==> src/design/c2s_pkg.sv <==
// ----------------------------------------------------------------------------
// c2s_pkg: shared types, constants and step functions
// Work-word layout between the front and back ends, CORDIC arctan table,
// one digit step of the integer square root and one CORDIC vectoring step.
// ----------------------------------------------------------------------------
package c2s_pkg;

    localparam int COORD_WIDTH_DEF   = 24;
    localparam int CORDIC_STAGES_DEF = 24;

    localparam int CW_MAX      = 32;   // widest coordinate the datapath is sized for
    localparam int SQ_STEPS    = 32;   // root bits per square root
    localparam int RAD_W       = 64;   // radicand width
    localparam int ROOT_W      = 32;
    localparam int ZF_W        = 56;   // scaled |z| for the polar CORDIC
    localparam int CXW         = 60;   // CORDIC x/y width
    localparam int AW          = 34;   // angle accumulator, degrees Q24
    localparam int QUEUE_DEPTH = 4;

    localparam int RADIUS_W = 24;
    localparam int POLAR_W  = 24;
    localparam int AZIM_W   = 26;

    localparam logic [RADIUS_W-1:0]  RADIUS_MAX = 24'hFFFFFF;
    localparam logic signed [AW-1:0] DEG180_Q24 = 34'sd3019898880;
    localparam logic signed [AW-1:0] DEG90_Q16  = 34'sd5898240;
    localparam logic signed [AW-1:0] DEG180_Q16 = 34'sd11796480;
    localparam logic signed [AW-1:0] POLAR_MAX  = 34'sd11796480;
    localparam logic signed [AW-1:0] AZ_MIN     = -34'sd5898240;
    localparam logic signed [AW-1:0] AZ_MAX     = 34'sd17694720;
    localparam logic signed [AW-1:0] RND_HALF   = 34'sd128;

    typedef struct packed {
        logic zero;
        logic n2_zero;
        logic z_zero;
        logic z_pos;
        logic x_zero;
        logic y_zero;
        logic x_neg;
    } t_flags;

    typedef struct packed {
        logic signed [CXW-1:0] x;
        logic signed [CXW-1:0] y;
        logic signed [AW-1:0]  a;
    } t_rot;

    typedef struct packed {
        logic [RAD_W-1:0]  rem;
        logic [ROOT_W-1:0] root;
    } t_sq;

    // word handed from front end to back end
    typedef struct packed {
        t_flags            flags;
        logic [RAD_W-1:0]  n3;
        logic [RAD_W-1:0]  m;
        logic [ZF_W-1:0]   zf;
        t_rot              azi;
    } t_work;

    typedef struct packed {
        t_flags           flags;
        t_sq              rad_sq;
        t_sq              pol_sq;
        logic [ZF_W-1:0]  zf;
        t_rot             pol_rot;
        t_rot             azi_rot;
    } t_stage;

    typedef struct packed {
        t_flags               flags;
        logic [ROOT_W:0]      rad;
        logic signed [AW-1:0] pol;
        logic signed [AW-1:0] azi;
    } t_fin;

    // atan(2^-i) in degrees, Q24
    function automatic logic signed [AW-1:0] atan_q24(input int i);
        logic signed [AW-1:0] v;
        case (i)
            0:  v = 34'sd754974720;
            1:  v = 34'sd445687602;
            2:  v = 34'sd235489088;
            3:  v = 34'sd119537938;
            4:  v = 34'sd60000934;
            5:  v = 34'sd30029717;
            6:  v = 34'sd15018523;
            7:  v = 34'sd7509720;
            8:  v = 34'sd3754917;
            9:  v = 34'sd1877466;
            10: v = 34'sd938734;
            11: v = 34'sd469367;
            12: v = 34'sd234684;
            13: v = 34'sd117342;
            14: v = 34'sd58671;
            15: v = 34'sd29335;
            16: v = 34'sd14668;
            17: v = 34'sd7334;
            18: v = 34'sd3667;
            19: v = 34'sd1833;
            20: v = 34'sd917;
            21: v = 34'sd458;
            22: v = 34'sd229;
            23: v = 34'sd115;
            24: v = 34'sd57;
            25: v = 34'sd29;
            26: v = 34'sd14;
            27: v = 34'sd7;
            28: v = 34'sd4;
            29: v = 34'sd2;
            30: v = 34'sd1;
            default: v = '0;
        endcase
        return v;
    endfunction

    // vectoring step: drive y toward zero
    function automatic t_rot cordic_step(input t_rot v, input int i);
        t_rot                  o;
        logic signed [CXW-1:0] dx;
        logic signed [CXW-1:0] dy;
        dx = v.y >>> i;
        dy = v.x >>> i;
        if (!v.y[CXW-1]) begin
            o.x = v.x + dx;
            o.y = v.y - dy;
            o.a = v.a + atan_q24(i);
        end else begin
            o.x = v.x - dx;
            o.y = v.y + dy;
            o.a = v.a - atan_q24(i);
        end
        return o;
    endfunction

    // one root bit at weight 2^b; rem tracks n - root^2
    function automatic t_sq sqrt_step(input t_sq v, input int b);
        t_sq              o;
        logic [RAD_W+1:0] trial;
        trial = ((RAD_W + 2)'(v.root) << (b + 1)) + ((RAD_W + 2)'(1) << (2 * b));
        o = v;
        if ({2'b00, v.rem} >= trial) begin
            o.rem  = v.rem - trial[RAD_W-1:0];
            o.root = v.root | (ROOT_W'(1) << b);
        end
        return o;
    endfunction

    function automatic logic [5:0] msb_index(input logic [RAD_W-1:0] v);
        logic [5:0] idx;
        idx = '0;
        for (int i = 0; i < RAD_W; i++) begin
            if (v[i]) begin
                idx = 6'(i);
            end
        end
        return idx;
    endfunction

    function automatic logic [5:0] bit_len(input logic [CW_MAX-1:0] v);
        logic [5:0] len;
        len = '0;
        for (int i = 0; i < CW_MAX; i++) begin
            if (v[i]) begin
                len = 6'(i + 1);
            end
        end
        return len;
    endfunction

endpackage

==> src/design/c2s_front.sv <==
// ----------------------------------------------------------------------------
// c2s_front: input side
// Takes words, forms magnitudes, squares and sums, classifies the special
// cases and normalizes the polar square-root operand. Five register stages.
// ----------------------------------------------------------------------------
module c2s_front #(
    parameter int COORD_WIDTH = c2s_pkg::COORD_WIDTH_DEF
) (
    input  logic                          i_clk,
    input  logic                          i_rst_n,
    input  logic                          i_valid,
    output logic                          o_stall,
    input  logic signed [COORD_WIDTH-1:0] i_vec_x,
    input  logic signed [COORD_WIDTH-1:0] i_vec_y,
    input  logic signed [COORD_WIDTH-1:0] i_vec_z,
    output logic                          o_push,
    output c2s_pkg::t_work                o_work,
    input  logic                          i_full
);

    localparam int SC  = 54 - COORD_WIDTH;
    localparam int SQW = 2 * COORD_WIDTH;

    logic w_en;

    // stage 1
    logic                     r1_vld;
    logic [COORD_WIDTH-1:0]   r1_ax, r1_ay, r1_az;
    c2s_pkg::t_flags          r1_flags;
    c2s_pkg::t_rot            r1_azi;
    logic [COORD_WIDTH-1:0]   n1_ax, n1_ay, n1_az;
    c2s_pkg::t_flags          n1_flags;
    c2s_pkg::t_rot            n1_azi;
    logic signed [COORD_WIDTH:0] w_yx, w_yy;

    // stage 2
    logic                     r2_vld;
    logic [SQW-1:0]           r2_sx, r2_sy, r2_sz;
    logic [COORD_WIDTH-1:0]   r2_az;
    c2s_pkg::t_flags          r2_flags;
    c2s_pkg::t_rot            r2_azi;

    // stage 3
    logic                        r3_vld;
    logic [c2s_pkg::RAD_W-1:0]   r3_n2, r3_n3;
    logic [COORD_WIDTH-1:0]      r3_az;
    c2s_pkg::t_flags             r3_flags;
    c2s_pkg::t_rot               r3_azi;

    // stage 4
    logic                        r4_vld;
    logic [c2s_pkg::RAD_W-1:0]   r4_n2, r4_n3;
    logic [COORD_WIDTH-1:0]      r4_az;
    logic [4:0]                  r4_k;
    logic                        r4_big;
    c2s_pkg::t_flags             r4_flags;
    c2s_pkg::t_rot               r4_azi;
    logic [5:0]                  w_p, w_q, w_lim;
    logic [4:0]                  w_k1, n4_k;

    // stage 5
    logic                        r5_vld;
    c2s_pkg::t_work              r5_work;
    c2s_pkg::t_work              n5_work;

    assign w_en    = !(r5_vld && i_full);
    assign o_stall = r5_vld && i_full;
    assign o_push  = r5_vld && !i_full;
    assign o_work  = r5_work;

    always_comb begin
        n1_ax = i_vec_x[COORD_WIDTH-1] ? COORD_WIDTH'(-i_vec_x) : COORD_WIDTH'(i_vec_x);
        n1_ay = i_vec_y[COORD_WIDTH-1] ? COORD_WIDTH'(-i_vec_y) : COORD_WIDTH'(i_vec_y);
        n1_az = i_vec_z[COORD_WIDTH-1] ? COORD_WIDTH'(-i_vec_z) : COORD_WIDTH'(i_vec_z);
        n1_flags.x_zero  = (i_vec_x == '0);
        n1_flags.y_zero  = (i_vec_y == '0);
        n1_flags.z_zero  = (i_vec_z == '0);
        n1_flags.x_neg   = i_vec_x[COORD_WIDTH-1];
        n1_flags.z_pos   = !i_vec_z[COORD_WIDTH-1] && (i_vec_z != '0);
        n1_flags.n2_zero = n1_flags.x_zero && n1_flags.y_zero;
        n1_flags.zero    = n1_flags.n2_zero && n1_flags.z_zero;
        // mirror into the right half-plane for the azimuth CORDIC
        w_yx     = (COORD_WIDTH + 1)'(i_vec_y);
        w_yy     = i_vec_x[COORD_WIDTH-1] ? -w_yx : w_yx;
        n1_azi.x = c2s_pkg::CXW'(n1_ax) << SC;
        n1_azi.y = c2s_pkg::CXW'(w_yy) <<< SC;
        n1_azi.a = '0;
    end

    // normalize shift for the polar root operand
    always_comb begin
        w_p   = c2s_pkg::msb_index(r3_n2);
        w_q   = c2s_pkg::bit_len(c2s_pkg::CW_MAX'(r3_az));
        w_k1  = (w_p >= 6'd60) ? 5'd0 : 5'((6'd61 - w_p) >> 1);
        w_lim = 6'd56 - w_q;
        n4_k  = ({1'b0, w_k1} < w_lim) ? w_k1 : w_lim[4:0];
    end

    always_comb begin
        n5_work.flags = r4_flags;
        n5_work.n3    = r4_n3;
        n5_work.azi   = r4_azi;
        if (r4_big) begin
            n5_work.m  = r4_n2 >> 2;
            n5_work.zf = c2s_pkg::ZF_W'(r4_az >> 1);
        end else begin
            n5_work.m  = r4_n2 << {r4_k, 1'b0};
            n5_work.zf = c2s_pkg::ZF_W'(r4_az) << r4_k;
        end
    end

    always_ff @(posedge i_clk) begin
        if (!i_rst_n) begin
            r1_vld <= 1'b0;
            r2_vld <= 1'b0;
            r3_vld <= 1'b0;
            r4_vld <= 1'b0;
            r5_vld <= 1'b0;
        end else if (w_en) begin
            r1_vld <= i_valid;
            r2_vld <= r1_vld;
            r3_vld <= r2_vld;
            r4_vld <= r3_vld;
            r5_vld <= r4_vld;
        end
    end

    always_ff @(posedge i_clk) begin
        if (w_en) begin
            r1_ax    <= n1_ax;
            r1_ay    <= n1_ay;
            r1_az    <= n1_az;
            r1_flags <= n1_flags;
            r1_azi   <= n1_azi;

            r2_sx    <= SQW'(r1_ax) * SQW'(r1_ax);
            r2_sy    <= SQW'(r1_ay) * SQW'(r1_ay);
            r2_sz    <= SQW'(r1_az) * SQW'(r1_az);
            r2_az    <= r1_az;
            r2_flags <= r1_flags;
            r2_azi   <= r1_azi;

            r3_n2    <= c2s_pkg::RAD_W'(r2_sx) + c2s_pkg::RAD_W'(r2_sy);
            r3_n3    <= c2s_pkg::RAD_W'(r2_sx) + c2s_pkg::RAD_W'(r2_sy)
                        + c2s_pkg::RAD_W'(r2_sz);
            r3_az    <= r2_az;
            r3_flags <= r2_flags;
            r3_azi   <= r2_azi;

            r4_n2    <= r3_n2;
            r4_n3    <= r3_n3;
            r4_az    <= r3_az;
            r4_k     <= n4_k;
            r4_big   <= (r3_n2[c2s_pkg::RAD_W-1:c2s_pkg::RAD_W-2] != 2'b00);
            r4_flags <= r3_flags;
            r4_azi   <= r3_azi;

            r5_work  <= n5_work;
        end
    end

endmodule

==> config.mk <==
export PLATFORM = sky130hd
export DESIGN_NAME = c2s_front
export DESIGN_NICKNAME = d
export VERILOG_FILES = /design/src/design/c2s_pkg.sv /design/src/design/c2s_front.sv
export SDC_FILE = /design/constraint.sdc
export NUM_CORES = 2
export LEC_CHECK = 0
export BUFFER_PORTS_ARGS = -buffer_cell sky130_fd_sc_hd__buf_2
export CORE_AREA = 2 2 371 373
export DETAILED_ROUTE_END_ITERATION = 10
export DIE_AREA = 0 0 373 375
export HOLD_SLACK_MARGIN = 0.1
export PLACE_DENSITY = 0.86
export SYNTH_ARGS = -nofsm -noshare
export SYNTH_HDL_FRONTEND = slang
export SYNTH_SLANG_ARGS = --single-unit
==> constraint.sdc <==
create_clock -name i_clk -period 40.8 [get_ports i_clk]
set_input_delay 8.16 -clock i_clk [delete_from_list [all_inputs] [get_ports i_clk]]
set_output_delay 8.16 -clock i_clk [all_outputs]
set_load 0.1 [all_outputs]
* Word level (Yosys, flattened, before mapping)
Index checks and enable logic that the tools add are counted.
Widths: inputs -> output; s select.
** Storage, ports and cells
- Register bits :: 995
- Word-level logic and storage cells :: 193
- Bits of input ports :: 76
- Output and inout bits :: 347
** Cells by class
- Muxes and demuxes :: 94
- Reductions and logical operators :: 12
- Shift-type cells :: 2
- Multipliers :: 3
- Magnitude comparators :: 2
- Add/subtract/negate cells :: 8
** Operators with widths (number)
- $mux 6 :: 85
- $mul 24x24->48 :: 3
- $mux 118 :: 1
- $logic_not 24->1 :: 3
- $neg 24->24 :: 3
- $mux 23 :: 3
- $shl 64x6->64 :: 1
- $shl 24x5->56 :: 1
- $add 49x48->50 :: 1
- $add 48x48->49 :: 1
- $mux 25 :: 1
- $neg 24->25 :: 1
- $reduce_bool 24->1 :: 1
- $sub 6x6->6 const A :: 2
- $mux 5 :: 2
- $ge 6x6->1 const B :: 1
- $lt 5x6->1 :: 1
- $logic_and 1x1->1 :: 5
- $logic_not 1->1 :: 2
- $mux 1 :: 2
- $reduce_bool 2->1 :: 1

* Logic depth before layout (Yosys ltp)
- Word-level depth :: 67
- Mapped depth :: 28
- Depth with buffers taken out :: 26

* Worst setup path before layout
OpenSTA, ideal clock, no wires.
- Path kind :: input port to output port
- From :: input i_full
- To :: output o_stall
- Path slack :: -3.758 ns
- Arrival time :: 36.398 ns
- Data required time :: 32.640 ns
- Buffers on the path :: 0
- Stages on the path :: 2
- Cell sequence :: nand2_1 -> inv_1
** Between the ends
- Word-level cells in the longest chain between the ends :: 1
** RTL lines
- start: declaration :: RTL line c2s_front.sv:18 : input logic i_full
- $logic_and 1x1->1 :: RTL line c2s_front.sv:67 : assign o_stall = r5_vld && i_full;
- end: declaration :: RTL line c2s_front.sv:12 : output logic o_stall,
Every way passes these cells.

* Final worst setup path
Ends and elaborated chain as after synthesis.

==> impl_metrics.csv <==
group,metric,value,unit
status,status,"finished clean",
sta,tightest_slew,1.33,ns
die,io_pins,423,
synthesis,synthesis.area,86600,µm²
hold_path,hp-class,"reg -> reg",
sta,clock_skew,0.0576,ns
clocking,cts_max_path_buffers,3,
clocking,numCtsBuffers,94,
detailed_routing,via_per_inst,5.77,
global_route,grt_max_degree,175,
sta,tns,0,ns
die,core-area,136000,µm²
die,die_h,375,µm
setup_path,arrival,9.36,ns
sta,fmax,0.0571,GHz
detailed_routing,drtPass1Iterations,7,
synthesis,synth-edff-count,909,
clocking,postCtsHoldBufs,0,
detailed_routing,wirelength,202000,µm
setup_path,required,32.64,ns
clocking,tritoncts,"yes",
clocking,clk_pin_slew_worst_paths,0.06,ns
synthesis,yosysUniqueCellTypes,82,
placement,routabilityCongestion,0.993,
global_route,busiest_layer,"met2",
setup_path,crit_fanout,75,
placement,numPortBuffers,307,
setup_path,path_class,"in -> out",
sta,max-slew-margin-rel,11.4,%
global_route,grt_util_met3,5.85,%
synthesis,ys_seq_area_share,31.7,%
sta,hold_viol,0,
final_layout,fill_cells,9425,
sta,drv_slew,0,
final_layout,synthToLayoutAreaGrowth,7.07,%
run,cap_violations,0,
clocking,clock-sinks,914,
clocking,cts.htree.levels,3,
setup_path,cp-end-kind,"output port",
synthesis,yosysWarningCount,0,
detailed_routing,vias,56905,
sta,rsz0062_at_grt,"no",
die,start_util,63.5,%
global_route,grt_pass1_vias,61162,
global_route,grt_use_met2,48.8,%
synthesis,synth.avg_cell_area,11.2,µm²
global_route,met1_usage,37.1,%
global_route,grt_pass1_wl,322000,µm
global_route,grt.total_usage,29.5,%
detailed_routing,drc,0,
global_route,antenna_found_initial,9,
die,die_x,373,µm
clocking,post_cts_resized,0,
die,die_area,140000,µm²
global_route,grt-ovfl-total,0,
sta,finalCritPeriodShare,42.9,%
clocking,cts_setup_buffers,0,
synthesis,syn_inst,7747,
detailed_routing,antenna_left,0,
placement,hpwlAfterDp,157000,µm
setup_path,start_kind,"input port",
final_layout,drive_above_1_share,7.78,%
die,rows,136,
sta,setup_violations,0,
synthesis,synth_ff_type,"edfxtp_1",
clocking,cts_root_buf,"clkbuf_16",
sta,layout_min_cycle_time,17.52,ns
synthesis,async_reset_ff_share,0,%
synthesis,ys_ff_latch,914,
detailed_routing,wl_per_cell,20.4,µm
clocking,insertion_delay,0.73,ns
final_layout,nets,9969,
detailed_routing,drt_iter0_drc,4849,
==> cell usage in the layout (no fill, tap or decap), drive strengths merged, types with 255 or more instances in the layout <==
master and n:
nor2 331, fa 1268, ha 628, inv 1572, and2 462, edfxtp 909, a21oi 255, nand2 601
buf 387, xnor2 256
==> flip-flops by register name, indices dropped and copies added (netlist names), 23 cells and up <==
register	cells
n5_work	56
o_work	225
r1_ax	24
r1_ay	24
r1_az	24
r1_azi	24
r2_az	23
r2_azi	47
r2_sx	47
r2_sy	47
r2_sz	47
r3_az	24
r3_azi	49
r3_n2	49
r3_n3	50
r4_az	24
r4_n2	49
r4_n3	50
==> area by class of cell <==
type / count / area [µm²] / area share, %
Inverter: 1569 / 5890 / 6.36
Timing Repair Buffer: 387 / 2150 / 2.32
Tap cell: 1794 / 2240 / 2.42
Sequential cell: 914 / 27400 / 29.6
Multi-Input combinational cell: 5031 / 52000 / 56.1
Clock inverter: 62 / 601 / 0.648
Clock buffer: 110 / 2430 / 2.63
Antenna cell: 2 / 5.00 / 0.00540
==> Yosys cell counts (120+ instances only) <==
library cell,n,share of area [%]
inv_1,1564,6.8
fa_1,1268,29
nor2_1,331,1.4
nand2_1,601,2.6
ha_1,628,9.1
a21oi_1,255,1.5
edfxtp_1,909,32
and2_1,462,3.3
o21ai_0,177,1.0
buf_4,120,1.0
xnor2_1,256,2.6
clkbuf_1,213,0.92
==> stage by stage <==
step	util, %	hold WS [ns]	cells	worst slack [ns]	instance area (µm²)
after floorplan	-	0.400	7861	8.44	87000
after global placement	65.8	0.401	9695	23.24	89600
after detailed placement	65.8	0.405	9695	23.24	89600
after CTS	68.0	0.404	9867	23.24	92700
after global routing	68.0	0.397	9868	23.17	92700
final	68.0	0.408	9869	23.28	92700
==> critical path, stage by stage <==
cell,delay (ns)
buf_2,0.14
nand2_8,0.31
inv_1,0.28
buf_2,0.47
==> cell families after synthesis <==
logic type / Yosys count / synth area share, %
compound gates: 867 / 6.37
xor+xnor: 320 / 3.24
fa+ha+maj: 1896 / 38.4
buf+inv: 1916 / 8.84
flops: 914 / 31.7
mux: 131 / 1.90
other cells: 1 / 0.00433
simple gates: 1702 / 9.60
==> worst paths after layout <==
kind	startpoint	end	slack (ns)	depth (start not counted)
setup / recovery	i_full	o_stall	23.28	4
setup reg to reg	r1_ay[3]	r2_sy[46]	31.78	21
hold reg to reg	r2_azi[126]	r3_azi[126]	0.41	0
hold / removal	r2_azi[126]	r3_azi[126]	0.41	0
==> metal layers <==
| metal | wire length, µm | vias to the layer above |
|---|---|---|
| li1 | - | 25110 |
| met1 | 75200 | 28247 |
| met2 | 97200 | 2863 |
| met3 | 18100 | 677 |
| met4 | 11200 | 8 |
| met5 | 57 | - |
Power is left out: the tool's default activity adds up to more than one toggle a clock period on the data nets, which glitch-free logic cannot reach.
